### src/hw/rtl/assert_macros.svh
// ----------------------------------------------------------------------------
// Assertion macros
// Shared concurrent assertion forms for the RTL.
// ----------------------------------------------------------------------------
`ifndef ASSERT_MACROS_SVH
`define ASSERT_MACROS_SVH

// same-cycle implication
`define EQC_ASSERT_IMP(label, clk, rst, ante, cons, msg) \
  label: assert property (@(posedge clk) disable iff (rst) (ante) |-> (cons)) \
    else $error(msg);

// next-cycle implication
`define EQC_ASSERT_NEXT(label, clk, rst, ante, cons, msg) \
  label: assert property (@(posedge clk) disable iff (rst) (ante) |=> (cons)) \
    else $error(msg);

`endif

### src/hw/rtl/eqc_pkg.sv
// ----------------------------------------------------------------------------
// eqc_pkg
// Types, codes and defaults for the EEPROM write queue controller.
// ----------------------------------------------------------------------------
package eqc_pkg;

  localparam int QUEUE_DEPTH_DEF  = 16;
  localparam int SECTOR_COUNT_DEF = 1024;

  localparam int CFG_DATA_W = 12;
  localparam int CFG_IDX_W  = 2;

  localparam logic [CFG_IDX_W-1:0] CFG_WINDOW_START = 2'd0;
  localparam logic [CFG_IDX_W-1:0] CFG_WINDOW_END   = 2'd1;
  localparam logic [CFG_IDX_W-1:0] CFG_MIN_BATTERY  = 2'd2;

  localparam logic [11:0] WINDOW_START_RST = 12'd2048;
  localparam logic [11:0] WINDOW_END_RST   = 12'd4079;
  localparam logic [9:0]  MIN_BATTERY_RST  = 10'd204;

  localparam logic [1:0] OP_READ  = 2'd0;
  localparam logic [1:0] OP_WRITE = 2'd1;
  localparam logic [1:0] OP_TICK  = 2'd2;

  localparam logic [1:0] SIZE_BYTE = 2'd0;
  localparam logic [1:0] SIZE_HALF = 2'd1;

  localparam logic [1:0] STAT_OK      = 2'd0;
  localparam logic [1:0] STAT_RANGE   = 2'd1;
  localparam logic [1:0] STAT_BUSY    = 2'd2;
  localparam logic [1:0] STAT_BATTERY = 2'd3;

  localparam logic [1:0] CMD_NONE   = 2'd0;
  localparam logic [1:0] CMD_WORD   = 2'd1;
  localparam logic [1:0] CMD_SECTOR = 2'd2;

  localparam logic [1:0] PATH_DIRECT = 2'd0;
  localparam logic [1:0] PATH_READ   = 2'd1;
  localparam logic [1:0] PATH_POP    = 2'd2;

  typedef struct packed {
    logic        half;
    logic [11:0] addr;
    logic [31:0] data;
  } q_entry_t;

  typedef struct packed {
    logic capture;
    logic clr_en;
    logic eval;
    logic qread;
    logic sread;
    logic fin;
  } ctl_cmd_t;

  typedef struct packed {
    logic [1:0] path;
    logic       clr_last;
  } dp_stat_t;

endpackage

### src/hw/rtl/eqc_ctrl.sv
// ----------------------------------------------------------------------------
// eqc_ctrl
// Sequencer: clearing pass, item capture, evaluation, memory steps, output.
// ----------------------------------------------------------------------------
module eqc_ctrl import eqc_pkg::*; (
  input  logic     clk,
  input  logic     rst,
  input  logic     in_valid,
  output logic     in_stall,
  output logic     out_valid,
  input  logic     out_stall,
  input  dp_stat_t stat,
  output ctl_cmd_t cmd
);

  localparam logic [2:0] S_CLEAR = 3'd0;
  localparam logic [2:0] S_IDLE  = 3'd1;
  localparam logic [2:0] S_EVAL  = 3'd2;
  localparam logic [2:0] S_QREAD = 3'd3;
  localparam logic [2:0] S_SREAD = 3'd4;
  localparam logic [2:0] S_FIN   = 3'd5;

  logic [2:0] state, state_next;
  logic       out_valid_next;
  logic       out_free;

  assign out_free = !out_valid || !out_stall;
  assign in_stall = (state != S_IDLE);

  always_comb begin
    state_next = state;
    cmd        = '0;
    unique case (state)
      S_CLEAR: begin
        cmd.clr_en = 1'b1;
        if (stat.clr_last) begin
          state_next = S_IDLE;
        end
      end
      S_IDLE: begin
        if (in_valid) begin
          cmd.capture = 1'b1;
          state_next  = S_EVAL;
        end
      end
      S_EVAL: begin
        cmd.eval = 1'b1;
        unique case (stat.path)
          PATH_READ: state_next = S_SREAD;
          PATH_POP:  state_next = S_QREAD;
          default:   state_next = S_FIN;
        endcase
      end
      S_QREAD: begin
        cmd.qread  = 1'b1;
        state_next = S_SREAD;
      end
      S_SREAD: begin
        cmd.sread  = 1'b1;
        state_next = S_FIN;
      end
      S_FIN: begin
        if (out_free) begin
          cmd.fin    = 1'b1;
          state_next = S_IDLE;
        end
      end
      default: state_next = S_CLEAR;
    endcase
  end

  assign out_valid_next = cmd.fin ? 1'b1 : (out_valid && out_stall);

  always_ff @(posedge clk) begin
    if (rst) begin
      state     <= S_CLEAR;
      out_valid <= 1'b0;
    end else begin
      state     <= state_next;
      out_valid <= out_valid_next;
    end
  end

endmodule

### config.mk
export PLATFORM = sky130hd
export DESIGN_NAME = eqc_ctrl
export DESIGN_NICKNAME = d
export VERILOG_FILES = /design/src/hw/rtl/assert_macros.svh /design/src/hw/rtl/eqc_pkg.sv /design/src/hw/rtl/eqc_ctrl.sv
export SDC_FILE = /design/constraint.sdc
export NUM_CORES = 1
export LEC_CHECK = 0
export BUFFER_PORTS_ARGS = -buffer_cell sky130_fd_sc_hd__buf_2
export CELL_PAD_IN_SITES_DETAIL_PLACEMENT = 1
export CELL_PAD_IN_SITES_GLOBAL_PLACEMENT = 1
export CORE_AREA = 2 2 39 41
export CTS_CLUSTER_SIZE = 40
export DETAILED_ROUTE_END_ITERATION = 10
export DIE_AREA = 0 0 41 43
export PLACE_DENSITY = 0.67
export SETUP_SLACK_MARGIN = 0.5
export SLEW_MARGIN = 10
export SYNTH_ARGS = -nofsm -noshare
export SYNTH_HDL_FRONTEND = slang
export SYNTH_SLANG_ARGS = --single-unit
export TNS_END_PERCENT = 10
### constraint.sdc
create_clock -name clk -period 2.3 [get_ports clk]
set_input_delay 0.46 -clock clk [delete_from_list [all_inputs] [get_ports clk]]
set_output_delay 0.46 -clock clk [all_outputs]
set_load 0.005 [all_outputs]
==> flow_results.org <==
** Clock network
- Count of H-tree levels built during CTS :: 1
- Clock input transition at the sequential cells of the worst setup and hold paths :: 0.03 ns
- The tree built by TritonCTS fans out to 4 sinks.
- For this design, the CTS-stage hold fixing added 0 buffers.
- Post-CTS repair timing setup buffer count :: 0
- Total CTS buffers :: 3
- CTS tree :: yes
- For the worst-skew pair, the clock arrives at the later sink with an insertion delay of 0.23 ns.
- The clock passes through at most 2 buffers.
- CTS root buffer :: sky130_fd_sc_hd__clkbuf_4

** Setup path
- Type of the worst setup path :: reg2out
- Data arrives at the worst endpoint at 1.26 ns.
- Minimum setup slack among reg-to-reg paths :: 1.27 ns
- STA classifies the critical path endpoint as a primary output.
- The worst register-to-register path has a depth of 3.
- Crit path max fanout :: 9
- The worst register-to-register path begins at state[2]$_SDFFE_PP0P_.
- Kind of launch point of the worst setup path :: register
- Crit Reg-Reg Endpoint :: state[0]$_SDFFE_PP0P_
- Required time at the worst-slack endpoint :: 1.84 ns

** Pwr
- Of the total power, the clock network draws 38.3%.
- Seq pwr share :: 39.6%
- Proportion of total power due to net switching :: 25.3%
- Internal power summed over all cells :: 0.161 mW
- Overall power consumption after layout is estimated at 0.215 mW.
- The analysis attributes to cell leakage a power of 0.184 nW.
- Share of total power in combinational logic :: 22.1%
- Switching power :: 0.0546 mW
- The worst-case IR drop observed on VDD is 0.180 mV.
- Dividing total power by cell area gives a power density of 583 nW/um^2.

** Detailed routing
- DR DRC count :: 0
- For this run, the detailed router's first-pass iteration total came to 1.
- After detailed routing, the number of vias per cell comes to 4.37.
- The count of nets left with antenna violations once routing finished came out at 0.
- For this block, the initial DRC count from the detailed router was 0.
- Via total after detailed routing :: 284
- The routed design has 665 um of wire.
- Wirelength per Cell :: 10.2 um

** Floorplan
- The die is 43 um tall.
- Once the floorplan was initialized, standard cells occupied 18.6% of the core.
- Row generation in the floorplan step produced 14 rows.
- The total area inside the core boundary comes to 1380 sq um.
- DIE AREA :: 1760 sq um
- I/O pin cnt :: 15
- In this run the horizontal extent of the chip is 41 um.

** Cells and area
- After the last flow step, the layout net total stands at 58.
- Area occupied by multi-input gates :: 163 sq um
- Finished layout cell area :: 369 sq um
- Fill cells :: 176
- # diodes :: 0
- Area taken by flip-flops and latches :: 82.6 sq um
- The post-route netlist has 55.1% of its cells at a drive strength greater than 1.
- Relative to the synthesized area, the layout overhead comes to 43.2%.
- Non-filler cells in the finished layout :: 65
- Core utilization of the finished layout :: 26.7%

** STA
- At the pin with the least slew margin, the transition time is 0.262 ns.
- Time the worst path needs with I/O delays and setup :: 1.72 ns
- Between clock sinks in the finished design, the worst skew comes to 0.00110 ns.
- Hold Fails Final Rpt :: 0
- Setup violations remaining at the end of the flow were counted as 0.
- Maximum clock rate :: 0.583 GHz
- Setup TNS :: 0 ns
- Headroom to the max-slew limit came out at 82.5%.
- Final period utilization :: 74.6%
- RSZ-0062 raised after global routing :: no
- Number of pins exceeding their max-slew limit in the final report :: 0

** Placed design
- Routability-driven placement finished with a final weighted congestion of 0.641.
- The count of buffers added on input and output ports is 14.
- Cell total after placement :: 62
- HPWL after detailed placement :: 538 um
- Standard cell area after detailed placement :: 337 sq um

** Global routing
- The first global-routing pass estimated 1170 um of wire.
- Largest net degree at the start of global routing :: 10
- Across every metal layer, demand over resource in global routing totals 9.55%.
- The number of global-route vias before repair was 285.
- The number of antenna violations at the first check in global routing came to 0.
- GRT Residual Overflow :: 0

** Synthesis
- In the post-synthesis netlist, the biggest area contributors are sky130_fd_sc_hd__dfxtp_1 31%, sky130_fd_sc_hd__nor2_1 8.7%, sky130_fd_sc_hd__a21oi_1 7.8%.
- EDFF count, synth :: 0
- After synthesis, the largest family of logic cells by area is simple AND/OR/NAND/NOR gates.
- Ys flop type :: sky130_fd_sc_hd__dfxtp_1
- Summing the sequential cell areas from Yosys gives 31.1% of the chip area.
- Yosys printed 0 warnings.
- #FFs+latches synth :: 4
- sky130_fd_sc_hd__dfxtp_1 takes more of the synthesized area than any other cell.
- Post-synthesis instance area :: 258 sq um
- Count leader, synth :: sky130_fd_sc_hd__nor2_1
- In the synthesized netlist, mux cells make up 0% of the area.
- Summing the areas of all fa, ha and maj instances in the mapped netlist gives 0% of the synthesized area.
- Post-synthesis cell count :: 33
- Post-synth top area share :: 31.1%
- Share of the synthesized netlist area taken by xor and xnor gates :: 0%
- Simple-gate portion of the synthesized area :: 39.3%
- Synth Area per Inst :: 7.81 sq um
- The synthesized netlist contains 19 unique library cells.
- When the netlist entered floorplanning its net count stood at 40.
- Fraction of registers with async set/reset :: 0%
- Compound-cell area share of the yosys netlist :: 20.9%
- After synthesis, the most frequently instantiated cells are 6 x sky130_fd_sc_hd__nor2_1, 4 x sky130_fd_sc_hd__a21oi_1, 4 x sky130_fd_sc_hd__dfxtp_1.

** Min path
- Capture endpoint of the worst hold path :: out_valid$_SDFF_PP0_
- Class of the worst hold path :: in2reg
- Hold path startpoint :: rst
- The worst hold path was traced through 2 stages.

** Status
- The run finished with clean final reports.

** Flow run
- Max-cap violations in this run came to 0.
[registers in the layout (all words and copies together) (netlist names)]
name,cells
out_valid,1
state,3
[worst max-delay path by stage]
stage | startpoint | endpoint | slack (ns) | cells past startpoint
after floorplan | state[0]$_SDFFE_PP0P_ | cmd[5] | 0.92 | 4
after global placement | state[0]$_SDFFE_PP0P_ | cmd[5] | 0.76 | 4
after detailed placement | state[0]$_SDFFE_PP0P_ | cmd[5] | 0.73 | 4
after CTS | state[1]$_SDFFE_PP0P_ | cmd[0] | 0.56 | 4
after global routing | state[0]$_SDFFE_PP0P_ | cmd[5] | 0.51 | 4
final | state[0]$_SDFFE_PP0P_ | cmd[5] | 0.58 | 4
[power by group through the flow]
| stage | sequential [mW] | combinational [mW] | clock [mW] |
|---|---|---|---|
| after floorplan | 0.0786 | 0.0373 | 0 |
| after global placement | 0.0844 | 0.0461 | 0 |
| after detailed placement | 0.0849 | 0.0470 | 0 |
| after CTS | 0.0845 | 0.0473 | 0.0865 |
| after global routing | 0.0864 | 0.0551 | 0.0904 |
| final | 0.0853 | 0.0476 | 0.0824 |
[cells in the final DEF, fill, tap and decap left out]
cell type and instances:
sky130_fd_sc_hd__nand2b_4 1, sky130_fd_sc_hd__nor3b_2 1, sky130_fd_sc_hd__and3b_2 1, sky130_fd_sc_hd__a21o_2 1
sky130_fd_sc_hd__inv_1 2, sky130_fd_sc_hd__o22ai_1 1, sky130_fd_sc_hd__nand2_1 1, sky130_fd_sc_hd__clkbuf_4 3
sky130_fd_sc_hd__dfxtp_1 2, sky130_fd_sc_hd__dfxtp_2 2, sky130_fd_sc_hd__nor2_2 1, sky130_fd_sc_hd__o21ba_2 1
sky130_fd_sc_hd__nor2_1 6, sky130_fd_sc_hd__or2_1 1, sky130_fd_sc_hd__or3_4 1, sky130_fd_sc_hd__nand2b_1 1
sky130_fd_sc_hd__nor3_1 2, sky130_fd_sc_hd__nor2b_1 1, sky130_fd_sc_hd__a21oi_1 4, sky130_fd_sc_hd__inv_2 1
sky130_fd_sc_hd__buf_2 14, sky130_fd_sc_hd__a22o_1 1
[metal layers]
metal  share of wire (%)  GRT usage (%)  up-vias
li1                    -              -      146
met1                  43           11.9      132
met2                  53           14.4        6
met3                 3.9           1.57        0
met4                   0           6.00        0
met5                   0              0        -
[metrics by stage]
step           worst slack, ns  hold slack, ns
2_1_floorplan            0.923           0.477
3_3_place_gp             0.763           0.492
3_5_place_dp             0.726           0.494
4_1_cts                  0.560           0.456
5_1_grt                  0.511           0.482
6_report                 0.583           0.459
[area by class of cell]
cell class              count  share of cell area, %
flip-flops and latches      4                   22.4
inverters                   3                   3.05
repair buffers             14                   19.0
clock buffers               3                   6.10
multi-input cells          25                   44.1
well taps                  16                   5.42
[worst max-delay path: stages (launching register included)]
cell	delay (ns)
sky130_fd_sc_hd__dfxtp_2	0.41
sky130_fd_sc_hd__inv_2	0.06
sky130_fd_sc_hd__or3_4	0.37
sky130_fd_sc_hd__nor2_2	0.08
sky130_fd_sc_hd__buf_2	0.11
[kinds of logic (layout without fill, tap and decap cells)]
| logic type | after synthesis | after routing |
|---|---|---|
| flip-flops | 4 | 4 |
| buffers and inverters | 4 | 20 |
| AO/OA/AOI/OAI | 8 | 8 |
| AND/OR/NAND/NOR | 17 | 17 |
[what timing repair did]
item,CTS,global route
endpoints found under the hold margin,0,0
cloned,0,0
setup endpoints to repair,1,1
gates resized for setup,1,2
(Power assumes the default switching activity.)
